### src/hw/rtl/pponf_pkg.sv
// Types and codes of the PPP option negotiation core.
`timescale 1ns / 1ps
package pponf_pkg;

   localparam int CSR_INDEX_W = 2;
   localparam int CSR_DATA_W  = 8;

   localparam logic [CSR_INDEX_W-1:0] CSR_MAX_CONFIGURE = 2'd0;
   localparam logic [CSR_INDEX_W-1:0] CSR_MAX_TERMINATE = 2'd1;
   localparam logic [CSR_INDEX_W-1:0] CSR_LINK_CONTROL  = 2'd2;

   localparam logic [7:0] MAX_CONFIGURE_RESET = 8'd10;
   localparam logic [7:0] MAX_TERMINATE_RESET = 8'd2;
   localparam logic       LINK_CONTROL_RESET  = 1'b1;

   localparam logic [3:0] OP_UP      = 4'd0;
   localparam logic [3:0] OP_DOWN    = 4'd1;
   localparam logic [3:0] OP_CLOSE   = 4'd2;
   localparam logic [3:0] OP_TIMEOUT = 4'd3;
   localparam logic [3:0] OP_CONFREQ = 4'd4;
   localparam logic [3:0] OP_CONFACK = 4'd5;
   localparam logic [3:0] OP_CONFNAK = 4'd6;
   localparam logic [3:0] OP_CONFREJ = 4'd7;
   localparam logic [3:0] OP_TERMREQ = 4'd8;
   localparam logic [3:0] OP_TERMACK = 4'd9;
   localparam logic [3:0] OP_CODEREJ = 4'd10;

   localparam logic [2:0] VD_OK        = 3'd0;
   localparam logic [2:0] VD_NAK       = 3'd1;
   localparam logic [2:0] VD_FATAL     = 3'd3;
   localparam logic [2:0] VD_MAGIC_NAK = 3'd4;

   localparam logic [3:0] CS_INITIAL  = 4'd0;
   localparam logic [3:0] CS_STARTING = 4'd1;
   localparam logic [3:0] CS_CLOSED   = 4'd2;
   localparam logic [3:0] CS_STOPPED  = 4'd3;
   localparam logic [3:0] CS_CLOSING  = 4'd4;
   localparam logic [3:0] CS_STOPPING = 4'd5;
   localparam logic [3:0] CS_REQSENT  = 4'd6;
   localparam logic [3:0] CS_ACKRCVD  = 4'd7;
   localparam logic [3:0] CS_ACKSENT  = 4'd8;
   localparam logic [3:0] CS_OPENED   = 4'd9;

   localparam logic [2:0] RC_NONE    = 3'd0;
   localparam logic [2:0] RC_CONFACK = 3'd1;
   localparam logic [2:0] RC_CONFNAK = 3'd2;
   localparam logic [2:0] RC_CONFREJ = 3'd3;
   localparam logic [2:0] RC_TERMACK = 3'd4;
   localparam logic [2:0] RC_CODEREJ = 3'd5;

   localparam logic [1:0] TM_KEEP  = 2'd0;
   localparam logic [1:0] TM_START = 2'd1;
   localparam logic [1:0] TM_STOP  = 2'd2;

   typedef struct packed {
      logic [3:0] opcode;
      logic [7:0] packet_id;
      logic [2:0] option_verdict;
      logic       prerequisites_met;
   } pponf_req_type;

   typedef struct packed {
      logic [3:0] new_state;
      logic [2:0] reply_code;
      logic [7:0] reply_id;
      logic       send_request;
      logic [7:0] request_number;
      logic       send_terminate;
      logic       layer_up;
      logic       layer_down;
      logic       layer_finished;
      logic [1:0] timer_command;
      logic       reset_tx_accm;
   } pponf_rsp_type;

endpackage

### src/hw/rtl/ppp_option_negotiation_fsm_core.sv
// PPP control-protocol automaton: one event in, one action set out.
//
//   Channel   Direction  Handshake            Payload
//   req_      in         req_valid/req_stall  pponf_req_type
//   rsp_      out        rsp_valid/rsp_stall  pponf_rsp_type
//   csr_      in         csr_write            csr_index, csr_wdata
//
// The state table is evaluated in the cycle of the transfer and the result
// is registered before it is offered on the rsp_ channel.
// One event per cycle is sustained while the result side keeps up.
// A two-entry output (result register plus skid register) absorbs one stall;
// req_stall rises only while the skid register is full.
// Synchronous reset returns the automaton to the initial state.
`timescale 1ns / 1ps
module ppp_option_negotiation_fsm_core
   import pponf_pkg::*;
(
   input  logic                   clock,
   input  logic                   reset,
   input  logic                   req_valid,
   output logic                   req_stall,
   input  pponf_req_type          req_data,
   output logic                   rsp_valid,
   input  logic                   rsp_stall,
   output pponf_rsp_type          rsp_data,
   input  logic                   csr_write,
   input  logic [CSR_INDEX_W-1:0] csr_index,
   input  logic [CSR_DATA_W-1:0]  csr_wdata
);

   typedef enum logic [3:0] {
      S_INITIAL  = CS_INITIAL,
      S_STARTING = CS_STARTING,
      S_CLOSED   = CS_CLOSED,
      S_STOPPED  = CS_STOPPED,
      S_CLOSING  = CS_CLOSING,
      S_STOPPING = CS_STOPPING,
      S_REQSENT  = CS_REQSENT,
      S_ACKRCVD  = CS_ACKRCVD,
      S_ACKSENT  = CS_ACKSENT,
      S_OPENED   = CS_OPENED
   } state_type;

   state_type     state_ff, state_in;
   logic [7:0]    count_ff, count_in;
   logic [7:0]    reqid_ff, reqid_in;
   logic [7:0]    max_configure_ff, max_configure_in;
   logic [7:0]    max_terminate_ff, max_terminate_in;
   logic          link_control_ff, link_control_in;
   logic          out_valid_ff, out_valid_in;
   logic          skid_valid_ff, skid_valid_in;
   pponf_rsp_type out_data_ff, out_data_in;
   pponf_rsp_type skid_data_ff, skid_data_in;

   pponf_rsp_type act;
   logic          req_take;
   logic          rsp_take;
   logic          packet_ok;
   logic          request_en;
   logic          close_en;
   logic          down_en;
   logic          accm_en;
   logic          confreq_done;

   assign req_stall = skid_valid_ff;
   assign req_take  = req_valid && !req_stall;
   assign rsp_valid = out_valid_ff;
   assign rsp_data  = out_data_ff;
   assign rsp_take  = out_valid_ff && !rsp_stall;

   assign packet_ok = (link_control_ff || req_data.prerequisites_met) &&
      !((state_ff == S_INITIAL || state_ff == S_STARTING) &&
        req_data.opcode != OP_TERMACK);

   always_comb begin
      state_in     = state_ff;
      count_in     = count_ff;
      reqid_in     = reqid_ff;
      act          = '0;
      request_en   = 1'b0;
      close_en     = 1'b0;
      down_en      = 1'b0;
      accm_en      = 1'b0;
      confreq_done = 1'b0;

      priority if (req_data.opcode == OP_UP) begin
         count_in   = max_configure_ff;
         state_in   = S_REQSENT;
         request_en = 1'b1;
      end else if (req_data.opcode == OP_DOWN) begin
         if (state_ff == S_CLOSING || state_ff == S_CLOSED) begin
            state_in = S_INITIAL;
         end else begin
            down_en  = (state_ff == S_OPENED);
            state_in = S_STARTING;
         end
         act.timer_command = TM_STOP;
      end else if (req_data.opcode == OP_CLOSE) begin
         close_en = 1'b1;
      end else if (req_data.opcode == OP_TIMEOUT) begin
         if (count_ff == 8'd1) begin
            count_in = 8'd0;
            state_in = (state_ff == S_CLOSING) ? S_CLOSED : S_STOPPED;
            act.layer_finished = 1'b1;
         end else begin
            if (count_ff != 8'd0) begin
               count_in = count_ff - 8'd1;
            end
            unique case (state_ff)
               S_CLOSING, S_STOPPING: begin
                  act.send_terminate = 1'b1;
                  act.timer_command  = TM_START;
               end
               S_ACKRCVD: begin
                  state_in   = S_REQSENT;
                  request_en = 1'b1;
               end
               S_REQSENT, S_ACKSENT: begin
                  request_en = 1'b1;
               end
               default: begin
               end
            endcase
         end
      end else if (packet_ok) begin
         priority case (req_data.opcode)
            OP_CONFREQ: begin
               unique case (state_ff)
                  S_CLOSING, S_STOPPING: begin
                     confreq_done = 1'b1;
                  end
                  S_CLOSED: begin
                     act.reply_code = RC_TERMACK;
                     act.reply_id   = req_data.packet_id;
                     confreq_done   = 1'b1;
                  end
                  S_STOPPED: begin
                     count_in   = max_configure_ff;
                     accm_en    = 1'b1;
                     request_en = 1'b1;
                  end
                  S_OPENED: begin
                     down_en    = 1'b1;
                     accm_en    = 1'b1;
                     request_en = 1'b1;
                  end
                  default: begin
                  end
               endcase
               if (!confreq_done) begin
                  if (req_data.option_verdict == VD_FATAL) begin
                     close_en = 1'b1;
                  end else if (req_data.option_verdict == VD_OK) begin
                     act.reply_code = RC_CONFACK;
                     act.reply_id   = req_data.packet_id;
                     if (state_ff == S_ACKRCVD) begin
                        state_in     = S_OPENED;
                        act.layer_up = 1'b1;
                     end else begin
                        state_in = S_ACKSENT;
                     end
                  end else begin
                     act.reply_code = (req_data.option_verdict == VD_NAK ||
                                       req_data.option_verdict == VD_MAGIC_NAK) ?
                                      RC_CONFNAK : RC_CONFREJ;
                     act.reply_id   = req_data.packet_id;
                     if (state_ff != S_ACKRCVD) begin
                        state_in = S_REQSENT;
                     end
                  end
               end
            end
            OP_CONFACK: begin
               if (req_data.packet_id == reqid_ff) begin
                  act.timer_command = TM_STOP;
                  unique case (state_ff)
                     S_CLOSED, S_STOPPED: begin
                        act.reply_code = RC_TERMACK;
                        act.reply_id   = req_data.packet_id;
                     end
                     S_REQSENT: begin
                        state_in = S_ACKRCVD;
                        count_in = max_configure_ff;
                     end
                     S_OPENED, S_ACKRCVD: begin
                        down_en    = (state_ff == S_OPENED);
                        state_in   = S_REQSENT;
                        request_en = 1'b1;
                     end
                     S_ACKSENT: begin
                        state_in     = S_OPENED;
                        count_in     = max_configure_ff;
                        act.layer_up = 1'b1;
                     end
                     default: begin
                     end
                  endcase
               end
            end
            OP_CONFNAK, OP_CONFREJ: begin
               if (req_data.packet_id == reqid_ff) begin
                  act.timer_command = TM_STOP;
                  unique case (state_ff)
                     S_CLOSED, S_STOPPED: begin
                        act.reply_code = RC_TERMACK;
                        act.reply_id   = req_data.packet_id;
                     end
                     S_REQSENT, S_ACKSENT: begin
                        count_in   = max_configure_ff;
                        request_en = 1'b1;
                     end
                     S_OPENED, S_ACKRCVD: begin
                        down_en    = (state_ff == S_OPENED);
                        state_in   = S_REQSENT;
                        request_en = 1'b1;
                     end
                     default: begin
                     end
                  endcase
               end
            end
            OP_TERMREQ: begin
               unique case (state_ff)
                  S_OPENED: begin
                     count_in          = 8'd1;
                     down_en           = 1'b1;
                     state_in          = S_STOPPING;
                     act.timer_command = TM_START;
                  end
                  S_ACKRCVD, S_ACKSENT: begin
                     state_in = S_REQSENT;
                  end
                  default: begin
                  end
               endcase
               accm_en        = 1'b1;
               act.reply_code = RC_TERMACK;
               act.reply_id   = req_data.packet_id;
            end
            OP_TERMACK: begin
               act.timer_command = TM_STOP;
               unique case (state_ff)
                  S_OPENED: begin
                     down_en    = 1'b1;
                     state_in   = S_REQSENT;
                     request_en = 1'b1;
                  end
                  S_ACKRCVD: begin
                     state_in = S_REQSENT;
                  end
                  S_INITIAL, S_CLOSING: begin
                     state_in           = S_CLOSED;
                     act.layer_finished = 1'b1;
                  end
                  S_STOPPING: begin
                     state_in           = S_STOPPED;
                     act.layer_finished = 1'b1;
                  end
                  default: begin
                  end
               endcase
            end
            OP_CODEREJ: begin
            end
            default: begin
               act.reply_code = RC_CODEREJ;
               act.reply_id   = 8'd0;
            end
         endcase
      end else begin
      end

      // A configure request never follows a close in the same event.
      if (request_en) begin
         reqid_in           = reqid_ff + 8'd1;
         act.send_request   = 1'b1;
         act.request_number = reqid_in;
         act.timer_command  = TM_START;
      end

      // The close event acts on the state left by the earlier actions.
      if (close_en) begin
         unique case (state_in)
            S_STARTING: state_in = S_INITIAL;
            S_STOPPED:  state_in = S_CLOSED;
            S_STOPPING: state_in = S_CLOSING;
            S_OPENED, S_REQSENT, S_ACKRCVD, S_ACKSENT: begin
               if (state_in == S_OPENED) begin
                  down_en = 1'b1;
               end
               count_in           = max_terminate_ff;
               state_in           = S_CLOSING;
               accm_en            = 1'b1;
               act.send_terminate = 1'b1;
               act.timer_command  = TM_START;
            end
            default: begin
            end
         endcase
      end

      act.layer_down    = down_en && link_control_ff;
      act.reset_tx_accm = accm_en && link_control_ff;
      act.new_state     = state_in;
   end

   always_comb begin
      max_configure_in = max_configure_ff;
      max_terminate_in = max_terminate_ff;
      link_control_in  = link_control_ff;
      if (csr_write) begin
         unique case (csr_index)
            CSR_MAX_CONFIGURE: max_configure_in = csr_wdata;
            CSR_MAX_TERMINATE: max_terminate_in = csr_wdata;
            CSR_LINK_CONTROL:  link_control_in  = csr_wdata[0];
            default: begin
            end
         endcase
      end
   end

   always_comb begin
      out_valid_in  = out_valid_ff;
      skid_valid_in = skid_valid_ff;
      out_data_in   = out_data_ff;
      skid_data_in  = skid_data_ff;
      if (rsp_take) begin
         if (skid_valid_ff) begin
            out_data_in   = skid_data_ff;
            skid_valid_in = 1'b0;
         end else if (req_take) begin
            out_data_in = act;
         end else begin
            out_valid_in = 1'b0;
         end
      end else if (req_take) begin
         if (!out_valid_ff) begin
            out_data_in  = act;
            out_valid_in = 1'b1;
         end else begin
            skid_data_in  = act;
            skid_valid_in = 1'b1;
         end
      end
   end

   always_ff @(posedge clock) begin
      out_data_ff  <= out_data_in;
      skid_data_ff <= skid_data_in;
      if (reset) begin
         state_ff         <= S_INITIAL;
         count_ff         <= 8'd0;
         reqid_ff         <= 8'd0;
         max_configure_ff <= MAX_CONFIGURE_RESET;
         max_terminate_ff <= MAX_TERMINATE_RESET;
         link_control_ff  <= LINK_CONTROL_RESET;
         out_valid_ff     <= 1'b0;
         skid_valid_ff    <= 1'b0;
      end else begin
         if (req_take) begin
            state_ff <= state_in;
            count_ff <= count_in;
            reqid_ff <= reqid_in;
         end
         max_configure_ff <= max_configure_in;
         max_terminate_ff <= max_terminate_in;
         link_control_ff  <= link_control_in;
         out_valid_ff     <= out_valid_in;
         skid_valid_ff    <= skid_valid_in;
      end
   end

endmodule

### config.mk
export PLATFORM = sky130hd
export DESIGN_NAME = ppp_option_negotiation_fsm_core
export DESIGN_NICKNAME = d
export VERILOG_FILES = /design/src/hw/rtl/pponf_pkg.sv /design/src/hw/rtl/ppp_option_negotiation_fsm_core.sv
export SDC_FILE = /design/constraint.sdc
export NUM_CORES = 1
export LEC_CHECK = 0
export BUFFER_PORTS_ARGS = -buffer_cell sky130_fd_sc_hd__buf_2
export CAP_MARGIN = 20
export CORE_MARGIN = 3
export CORE_UTILIZATION = 40
export CTS_CLUSTER_SIZE = 10
export DETAILED_ROUTE_END_ITERATION = 10
export GPL_TIMING_DRIVEN = 0
export SETUP_SLACK_MARGIN = 0.1
export SLEW_MARGIN = 15
export SYNTH_ARGS = -nofsm -noshare
export SYNTH_HDL_FRONTEND = slang
export SYNTH_SLANG_ARGS = --single-unit
### constraint.sdc
create_clock -name clock -period 4.6 [get_ports clock]
set_clock_uncertainty 0.05 [all_clocks]
set_input_delay 0.23 -clock clock [delete_from_list [all_inputs] [get_ports clock]]
set_output_delay 0.23 -clock clock [all_outputs]
set_load 0.005 [all_outputs]
==> impl_results.md, run 1 <==
* First-pass GRT wire length at 25,500 um
* Outcome: finished clean
* Gate power share at 0.154
* Sequential share of the synthesized area at 0.461
* Setup crit start kind: flop
* # Post-CTS Setup Buffers at 0
* Number of global-route vias before repair at 4,838
* Post-cts sizing count at 0
* Reg2reg path depth at 11
* Crit Path Class: reg2reg
* Netlist cell types at 76
* P&R area growth vs syn at 15.2%
* Most common flop cell mapped by yosys: edfxtp_1
* Lkg Pwr at 0.00247 uW
* Vias per Instance at 5.74
* Routed via count at 4,960
* PortBufs at 63
* NetSw at 570 uW
* Initial antenna violation count at 0
* Final hold violations at 0
* Root Buffer: clkbuf_16
* Post-DRT Antenna Nets at 0
* # fillers at 1,346
* Data required, critical path at 4.81 ns
* Grt ovf at 0
* Max Clk Rate at 274 MHz
* Initial Utilization at 0.411
* Worst-path clk slew at 0.07 ns
* Max VDD drop at 0.158 mV
* WHS Path Cells at 2
* RePlAce Congestion at 0.938
* DP Cell Count at 848
* Slew @ Worst Pin at 0.910 ns
* Mapped cell area at 0.00573 mm2
* Part of the power in registers at 0.485
* Worst reg2reg path endpoint: count_ff[6]
* Fin cells at 864
* Yosys reg bits at 101
* Total power at 2140 uW
* Post-CTS Hold Buffers at 0
* Slew Viols, Final at 0
* Total core area at 0.0139 mm2
* Hold Crit Class: in2reg
* Max FO, Critical Path at 10
* Synth Instances at 604
* DR pass1 iterations at 5
* Most common cell in the netlist: nor2_1
* Largest net degree at the start of global routing at 32
* CTS tree: built
* RSZ-0062 raised after global routing: false
* Worst-Skew Late Latency at 0.35 ns
* Die Footprint at 0.0158 mm2
* GRT Util Overall at 0.203
* Final setup vio count at 0
* Largest area contributor in the netlist: edfxtp_1
* Area share of the largest cell type after synthesis at 0.325
* Yosys warns at 0
* Drt total wl at 16,100 um
* Hold path start: csr_wdata[3]
* Vert. Die Dim at 126 um
* Clock Power Share at 0.361
* FFs w/ async S/R, synth at 0
* Hold_ws at 0.0473 ns
* Net Sw Frac at 0.266
* DR WL/cell at 18.6 um
* Relative slew slack at 0.391
* Num ports at 64
* Hpwl dp at 12,000 um
* Max Cap Viol at 0
* Reg2reg setup slack at 0.95 ns
* Mapped Nets at 639
* Number of diodes at 0
* Fraction of layout cells with a size suffix above 1 at 0.194
* TNS Setup at 0 ns
* Num Clock Sinks at 101
* Crit end category: flop
* Final Critical Period at 3.65 ns
* R2r startpoint: state_ff[2]
* Pint at 1570 uW
* Hold Path Sink: max_configure_ff[3]
* Clock Tree Buf Depth at 2
* Most frequent cells after synthesis: nor2_1 (88), nand2_1 (73), edfxtp_1 (62)
* Worst path arrival time at 3.86 ns
* Htree depth at 3
* Post-synth EDFFs at 62
* Final worst-path cycle share at 0.794
* Die X at 126 um
* DR iter-0 viols at 467
* Num CTS Buffers at 9
* Post-layout nets at 714
* Power per cell area at 325 mW/mm2
* Core Rows at 43
* Synth area leaders: edfxtp_1 (33%), dfxtp_1 (14%), nor2_1 (5.8%)
* DRC Markers at 0
* Final Util at 0.473
* Syn avg cell area at 9.48 um2
kinds of logic (layout without fill, tap and decap cells):
kind of cell,after synthesis,count (layout),share of synthesized area
buffers and inverters,46,126,0.0356
adders and majority gates,4,4,0.00874
xor gates and xnor gates,27,27,0.0413
and+or+nand+nor,259,259,0.222
AOI/OAI and AO/OA,143,143,0.187
muxes,24,24,0.0441
DFF,101,101,0.461
metal layers:
layer	vias to the layer above	part of all wire	wire, um	GRT usage
li1	2363	-	-	-
met1	2365	0.44	7100	0.275
met2	194	0.47	7640	0.326
met3	38	0.060	964	0.0339
met4	0	0.024	381	0.0810
met5	-	0	0	0
power groups by stage:
| stage | logic (uW) | registers [uW] | clock network [uW] |
|---|---|---|---|
| after floorplan | 206 | 1060 | 0 |
| after global placement | 316 | 1060 | 0 |
| after detailed placement | 325 | 1060 | 0 |
| after CTS | 327 | 1040 | 782 |
| after global routing | 363 | 1040 | 823 |
| final | 329 | 1040 | 774 |
final cells by class:
type                    instances  area (um2)  share of cell area
plain buffers                  33         155              0.0235
clock buffers                  10         239              0.0362
clock inverters                 6        60.1             0.00910
inverters                      13        48.8             0.00740
multi-input cells             457        2900               0.439
flip-flops and latches        101        2640               0.401
well taps                     180         225              0.0341
repair buffers                 64         330              0.0501
flip-flops by register name, indices dropped and copies added (netlist names):
signal,cells
max_configure_ff,8
reqid_ff,8
skid_data_ff,31
rsp_data,31
max_terminate_ff,8
link_control_ff,1
rsp_valid,1
state_ff,4
count_ff,8
req_stall,1
stage by stage:
stage / cell area, um2 / worst slack, ns
5_1_grt: 6600 / 0.700
6_report: 6600 / 0.946
4_1_cts: 6600 / 0.970
3_5_place_dp: 6300 / 0.978
3_3_place_gp: 6270 / -0.285
2_1_floorplan: 5730 / 0.764
worst max-delay path by stage:
stage	start	end	slack, ns
CTS	reqid_ff[0]	count_ff[6]	0.97
finish	state_ff[2]	count_ff[6]	0.95
floorplan	req_stall	rsp_data[0]	0.76
global placement	req_valid	rsp_data[25]	-0.29
global route	state_ff[2]	rsp_data[1]	0.70
detailed placement	req_data[13]	count_ff[6]	0.98
placed cells by master, fill, tap and decap left out, types with 12 or more instances in the layout:
master	n
clkbuf_1	17
inv_1	13
nand2_1	73
and2_1	13
xor2_1	14
nor2b_1	13
dfxtp_1	39
edfxtp_1	62
xnor2_1	13
nor2_1	88
nand3_1	12
mux2i_1	14
buf_2	73
o31ai_1	12
a21oi_1	23
o21ai_0	21
critical path: stages (launching register included):
cell,delay [ns]
dfxtp_1,0.38
buf_2,0.27
clkbuf_1,0.52
a22oi_1,0.21
o21ai_0,0.13
o21ai_0,0.19
a31oi_1,0.57
o211ai_1,0.28
a21boi_4,0.41
buf_6,0.23
nand2_2,0.07
a311oi_2,0.24
(Power assumes the default switching activity.)
==> inputs of run 2 (changes only) <==
==> constraint.sdc (replaced) <==
create_clock -name clock -period 3.1 [get_ports clock]
set_clock_uncertainty 0.05 [all_clocks]
set_input_delay 0.155 -clock clock [delete_from_list [all_inputs] [get_ports clock]]
set_output_delay 0.155 -clock clock [all_outputs]
set_load 0.005 [all_outputs]
==> run 2 against run 1 <==
Sequential power increased by 48%. Wire length rose by 3.6%. Critical endpoint is now count_ff[7]. Final cell count increased by 2.9%.
==> impl_results.md, run 2 (synthesized netlist as in run 1, its figures left out) <==
* Worst path arrival time at 3.12 ns (-0.74 ns)
* Max Cap Viol at 0 (unchanged)
* Final hold violations at 0 (unchanged)
* Vias per Instance at 5.68 (-1.1%)
* Num ports at 64 (unchanged)
* DR iter-0 viols at 396 (-15%)
* Vert. Die Dim at 126 um (unchanged)
* Slew @ Worst Pin at 0.792 ns (-0.119 ns)
* Max VDD drop at 0.423 mV (+170%)
* Crit-path cells: buf_4 > nand3b_1 > buf_4 > o21ai_0 > a31oi_2 > a31oi_4 > o211ai_1 > a21boi_4 > buf_6 > a221o_1 > a311oi_2
* Htree depth at 3 (unchanged)
* Lkg Pwr at 0.00263 uW (+6.4%)
* Dpl ws at -0.460 ns (-1.44 ns)
* DRC Markers at 0 (unchanged)
* Clock Tree Buf Depth at 2 (unchanged)
* Final Critical Period at 2.95 ns (-0.700 ns)
* Hold Crit Class: in2reg
* Outcome: finished clean
* Met3 usage at 0.0411 (+0.00721)
* Num Clock Sinks at 101 (unchanged)
* Crit end category: flop
* Top Family by Delay on Critical Path: compound AO/OA/AOI/OAI gates
* Root Buffer: clkbuf_16
* DR pass1 iterations at 5 (unchanged)
* Relative slew slack at 0.471 (+0.0794)
* Power per cell area at 448 mW/mm2 (+38%)
* Gr busiest metal: met2
* Die Footprint at 0.0158 mm2 (unchanged)
* Total core area at 0.0139 mm2 (unchanged)
* Initial Utilization at 0.411 (unchanged)
* Data required, critical path at 3.26 ns (-1.55 ns)
* Setup crit start kind: flop
* Routed via count at 5,049 (+1.8%)
* Final worst-path cycle share at 0.953 (+0.158)
* Critical Path Max Stage Delay at 0.39 ns (-0.18 ns)
* DR WL/cell at 18.8 um (+0.70%)
* Largest net degree at the start of global routing at 32 (unchanged)
* Slowest cell on crit path: dfxtp_2
* Slew Viols, Final at 0 (unchanged)
* Fraction of layout cells with a size suffix above 1 at 0.265 (+0.0707)
* Die X at 126 um (unchanged)
* Worst Slack Setup Final at 0.146 ns (-0.800 ns)
* Cell mode on critical path: buf_4
* Worst-path clk slew at 0.07 ns (about the same)
* Core Rows at 43 (unchanged)
* Hold_ws at 0.00999 ns (-0.0373 ns)
* Post-DRT Antenna Nets at 0 (unchanged)
* Drt total wl at 16,700 um (+3.6%)
* Hpwl dp at 12,000 um (about the same)
* GRT Util Overall at 0.208 (+0.00466)
* Number of diodes at 0 (unchanged)
* Crit Path Class: reg2reg
* P&R area growth vs syn at 23.7%
* GR Util met2 at 0.340 (+0.0132)
* Initial antenna violation count at 0 (unchanged)
* Final setup vio count at 0 (unchanged)
* Max FO, Critical Path at 10 (unchanged)
* CTS tree: built
* PortBufs at 63 (unchanged)
* Post-layout nets at 739 (+3.5%)
* First-pass GRT wire length at 26,100 um (+2.1%)
* Max Clk Rate at 339 MHz (+24%)
* RSZ-0062 raised after global routing: true
* Worst-Skew Late Latency at 0.36 ns (about the same)
* Number of global-route vias before repair at 4,819 (-0.39%)
* RePlAce Congestion at 0.910 (-3.0%)
* Met1 Usage GRT at 0.282 (+0.00696)
* Num CTS Buffers at 9 (unchanged)
* Most common cell after layout, fill and taps aside: nor2_1
* CP bufs+invs at 3 (unchanged)
* Most frequent cells in the layout: nor2_1 (86), nand2_1 (73), buf_2 (67)
* Grt ovf at 0 (unchanged)
## run 2: final cells by class
cell class	instances	area, um2
Sequential cell	101	2650
Buffer	33	184
Inverter	13	48.8
Multi-Input combinational cell	457	3140
Tap cell	180	225
Fill cell	1298	6850
Timing Repair Buffer	89	549
Clock buffer	9	225
Clock inverter	7	58.8
## run 2: routing by layer
layer / wire [um] / vias to the layer above
met5: 0 / -
met4: 366 / 0
met3: 939 / 34
met2: 8060 / 190
met1: 7310 / 2423
li1: - / 2402
## run 2: timing repair
item	4_1_cts	5_1_grt
buffers inserted	7	13
hold endpoints to repair	6	0
setup endpoints to repair	45	35
gates cloned	0	1
resized for setup	30	34
pin swaps	6	15
hold buffers	4	0
## run 2: tightest hold or removal path: cells and delay by family
family / cells / cell delay [ns]
buf+inv: 1 / 0.09
simple gates: 1 / 0.07
mux: 1 / 0.06
## run 2: power breakdown
part           internal (uW)  total [uW]  switching [uW]
logic                    217         546             329
clock network            557        1080             525
registers               1500        1540            40.2
## run 2: final timing paths
check	startpoint	endpoint	slack, ns	cells past startpoint
min reg2reg	max_terminate_ff[1]	max_terminate_ff[1]	0.44	1
max	state_ff[2]	count_ff[7]	0.15	11
min	csr_wdata[6]	max_terminate_ff[6]	0.01	3
max reg2reg	state_ff[2]	count_ff[7]	0.15	11
## run 2: stage by stage
stage	TNS, ns	std cells	instance area, um2	util	total power [uW]
floorplan	0	604	5730	-	1880
global placement	-18.26	847	6270	0.450	2040
detailed placement	-9.17	848	6300	0.452	2050
CTS	0	875	6830	0.490	3170
global route	0	889	7090	0.509	3300
finish	0	889	7090	0.509	3170
==> inputs of run 3 (changes only) <==
--- a/config.mk
+++ b/config.mk
@@ -5,10 +5,12 @@
 export SDC_FILE = /design/constraint.sdc
 export NUM_CORES = 1
 export LEC_CHECK = 0
+export ABC_AREA = 1
 export BUFFER_PORTS_ARGS = -buffer_cell sky130_fd_sc_hd__buf_2
 export CAP_MARGIN = 20
 export CORE_MARGIN = 3
 export CORE_UTILIZATION = 40
+export CTS_CLUSTER_DIAMETER = 40
 export CTS_CLUSTER_SIZE = 10
 export DETAILED_ROUTE_END_ITERATION = 10
 export GPL_TIMING_DRIVEN = 0
==> run 3 against run 2 <==
Sequential power barely moved. Combinational power rose by 6.8%. Final cell count rose by 8.2%. Largest cell class unchanged.
==> impl_results.md, run 3 <==
* Outcome: finished clean
* Final setup vio count at 0 (unchanged)
* Core Rows at 43 (unchanged)
* Final Util at 0.482 (-0.0264)
* Most common flop cell mapped by yosys: edfxtp_1
* Crit end category: flop
* Synth area leaders: edfxtp_1 (32%), dfxtp_1 (14%), nand2_1 (9.4%)
* Max VDD drop at 0.259 mV (-39%)
* Post-DRT Antenna Nets at 0 (unchanged)
* Max Cap Viol at 0 (unchanged)
* Hpwl dp at 12,000 um (+0.20%)
* Critical Path Max Stage Delay at 0.44 ns (+0.05 ns)
* Gate power share at 0.173 (about the same)
* Hold Path Sink: max_configure_ff[2]
* Yosys reg bits at 101 (unchanged)
* RePlAce Congestion at 0.948 (+4.2%)
* Netlist cell types at 44 (-42%)
* Final Critical Period at 2.83 ns (-0.122 ns)
* Post-synth EDFFs at 62 (unchanged)
* Design area at 0.00675 mm2 (-4.8%)
* Root Buffer: clkbuf_16
* Grt ovf at 0 (unchanged)
* Worst-Skew Late Latency at 0.36 ns (about the same)
* Vert. Die Dim at 126 um (+0.21%)
* DR WL/cell at 16.3 um (-13%)
* Most common cell in the netlist: nand2_1
* Worst reg2reg path endpoint: rsp_data[30]
* PortBufs at 62 (-1.6%)
* Hold path start: csr_wdata[2]
* Most common cell after layout, fill and taps aside: nand2_1
* Total power at 3370 uW (+6.3%)
* Htree depth at 3 (unchanged)
* Dpl cell area at 0.00636 mm2 (+0.97%)
* R2r startpoint: state_ff[0]
* Die X at 126 um (+0.21%)
* Reg2reg path depth at 19 (+8)
* Mapped cell area at 0.00575 mm2 (+0.44%)
* Mapped Nets at 733 (+15%)
* Yosys warns at 0 (unchanged)
* Crit-path cells: buf_6 > nor2_1 > nand2_1 > nand3_2 > nand2_1 > inv_1 > nor2_1 > nor2_1 > nand3_1 > nand2_1 > nand2_1 > nand3_1 > nand2_1 > nand3_4 > nand2_4 > nand2_2 > buf_6 > nand2_1 > a21oi_1
* WHS Path Cells at 3 (unchanged)
* Max FO, Critical Path at 10 (unchanged)
* Drt total wl at 15,700 um (-5.9%)
* Relative slew slack at 0.472 (+0.00124)
* # fillers at 1,362 (+4.9%)
* Sequential share of the synthesized area at 0.459 (-0.00201)
* Largest area contributor in the netlist: edfxtp_1
* Initial Utilization at 0.411 (about the same)
* Num ports at 64 (unchanged)
* Max layer used: met4
* Max Clk Rate at 353 MHz (+4.3%)
* P&R area growth vs syn at 17.2%
* NetSw at 941 uW (+5.2%)
* DRC Markers at 0 (unchanged)
* Part of the power in registers at 0.461 (-0.026)
* Clock Power Share at 0.366 (+0.025)
* Slew Viols, Final at 0 (unchanged)
* Syn avg cell area at 8.24 um2 (-13%)
* Final worst-path cycle share at 0.913 (-0.0395)
* FFs w/ async S/R, synth at 0 (unchanged)
* Slowest cell on crit path: dfxtp_1
* Cell mode on critical path: nand2_1
* CTS tree: built
* First-pass GRT wire length at 25,200 um (-3.5%)
* Post-layout nets at 812 (+9.9%)
* Fraction of layout cells with a size suffix above 1 at 0.238 (-0.0273)
* Die Footprint at 0.0159 mm2 (+0.41%)
* DR pass1 iterations at 7 (+2)
* Data required, critical path at 3.14 ns (-0.12 ns)
* Routed via count at 5,157 (+2.1%)
* Number of diodes at 0 (unchanged)
* Slew @ Worst Pin at 0.786 ns (-0.00584 ns)
* Area of the multi-input gates at 0.00272 mm2 (-13%)
* Met3 routed WL at 943 um (+0.43%)
* Reg2reg setup slack at 0.27 ns (+0.12 ns)
* Most frequent cells after synthesis: nand2_1 (144), inv_1 (76), edfxtp_1 (62)
* Setup crit start kind: flop
* Crit Path Class: reg2reg
* Area share of the largest cell type after synthesis at 0.324 (-0.00141)
* Met2 WL at 7640 um (-5.2%)
* Lkg Pwr at 0.00283 uW (+7.7%)
* Num Clock Sinks at 101 (unchanged)
* Met1 WL at 6660 um (-8.8%)
* Number of global-route vias before repair at 5,039 (+4.6%)
* RSZ-0062 raised after global routing: false
* Power per cell area at 500 mW/mm2 (+12%)
* Pint at 2430 uW (+6.8%)
* Worst-path clk slew at 0.07 ns (about the same)
* Clock Tree Buf Depth at 2 (unchanged)
* Most frequent cells in the layout: nand2_1 (143), inv_1 (76), buf_2 (64)
* Hold Crit Class: in2reg
* CP bufs+invs at 3 (unchanged)
* Worst path arrival time at 2.87 ns (-0.25 ns)
* Vias per Instance at 5.36 (-5.6%)
* Initial antenna violation count at 0 (unchanged)
* Final hold violations at 0 (unchanged)
* GRT Util Overall at 0.197 (-0.0111)
* Largest net degree at the start of global routing at 18 (-44%)
* Total core area at 0.0140 mm2 (+0.39%)
* Synth Instances at 698 (+16%)
* Net Sw Frac at 0.279 (-0.00308)
* Top Family by Delay on Critical Path: simple AND/OR/NAND/NOR gates
* FF/Latch Area at 0.00265 mm2 (-0.33%)
* DR iter-0 viols at 474 (+20%)
* Num CTS Buffers at 9 (unchanged)
-- run 3: worst max path at each step --
stage | start | to | slack (ns) | depth (start not counted)
after floorplan | req_stall | rsp_data[0] | 0.37 | 5
after global placement | req_stall | rsp_data[24] | -0.60 | 5
after detailed placement | state_ff[2] | rsp_data[27] | 0.18 | 16
after CTS | reqid_ff[4] | rsp_data[27] | 0.15 | 18
after global routing | state_ff[1] | rsp_data[30] | 0.08 | 20
final | state_ff[0] | rsp_data[30] | 0.27 | 19
-- run 3: timing repair --
item	4_1_cts	5_1_grt
setup buffers	0	2
setup endpoints to repair	0	20
hold endpoints to repair	3	0
hold buffers	2	0
gates resized for setup	0	12
-- run 3: power groups by stage --
stage / registers [uW] / clock network [uW] / logic [uW]
after CTS: 1550 / 1260 / 576
after floorplan: 1580 / 0 / 369
after global placement: 1590 / 0 / 548
final: 1560 / 1230 / 583
after detailed placement: 1580 / 0 / 570
after global routing: 1560 / 1310 / 648
-- run 3: worst min-delay path, stage by stage --
cell,delay (ns)
buf_2,0.09
nor2_1,0.04
nor2_1,0.08
-- run 3: through the flow --
stage | cells | hold WS, ns | worst slack [ns] | TNS, ns
final | 962 | 0.00793 | 0.269 | 0
after global routing | 962 | 0.0246 | 0.0812 | 0
after CTS | 960 | 0.00171 | 0.153 | 0
after detailed placement | 942 | 0.347 | 0.179 | 0
after global placement | 940 | 0.350 | -0.603 | -32.28
after floorplan | 698 | 0.235 | 0.366 | 0
-- run 3: per-layer routing --
metal | vias to the layer above | GRT usage
met5 | - | 0
met2 | 198 | 0.336
li1 | 2512 | -
met3 | 35 | 0.0360
met1 | 2412 | 0.246
met4 | 0 | 0.0808
-- run 3: cells by family after synthesis --
logic type	after synthesis	share of synthesized area
simple gates	311	0.252
buf+inv	107	0.0729
fa+ha+maj	4	0.00870
flops	101	0.459
xor+xnor	15	0.0228
compound gates	134	0.133
mux	26	0.0509
-- run 3: cell type report --
cell class | count | share of cell area
Buffer | 19 | 0.0137
Clock buffer | 10 | 0.0339
Clock inverter | 6 | 0.0139
Inverter | 88 | 0.0497
Multi-Input combinational cell | 490 | 0.404
Sequential cell | 101 | 0.392
Tap cell | 180 | 0.0334
Timing Repair Buffer | 68 | 0.0594
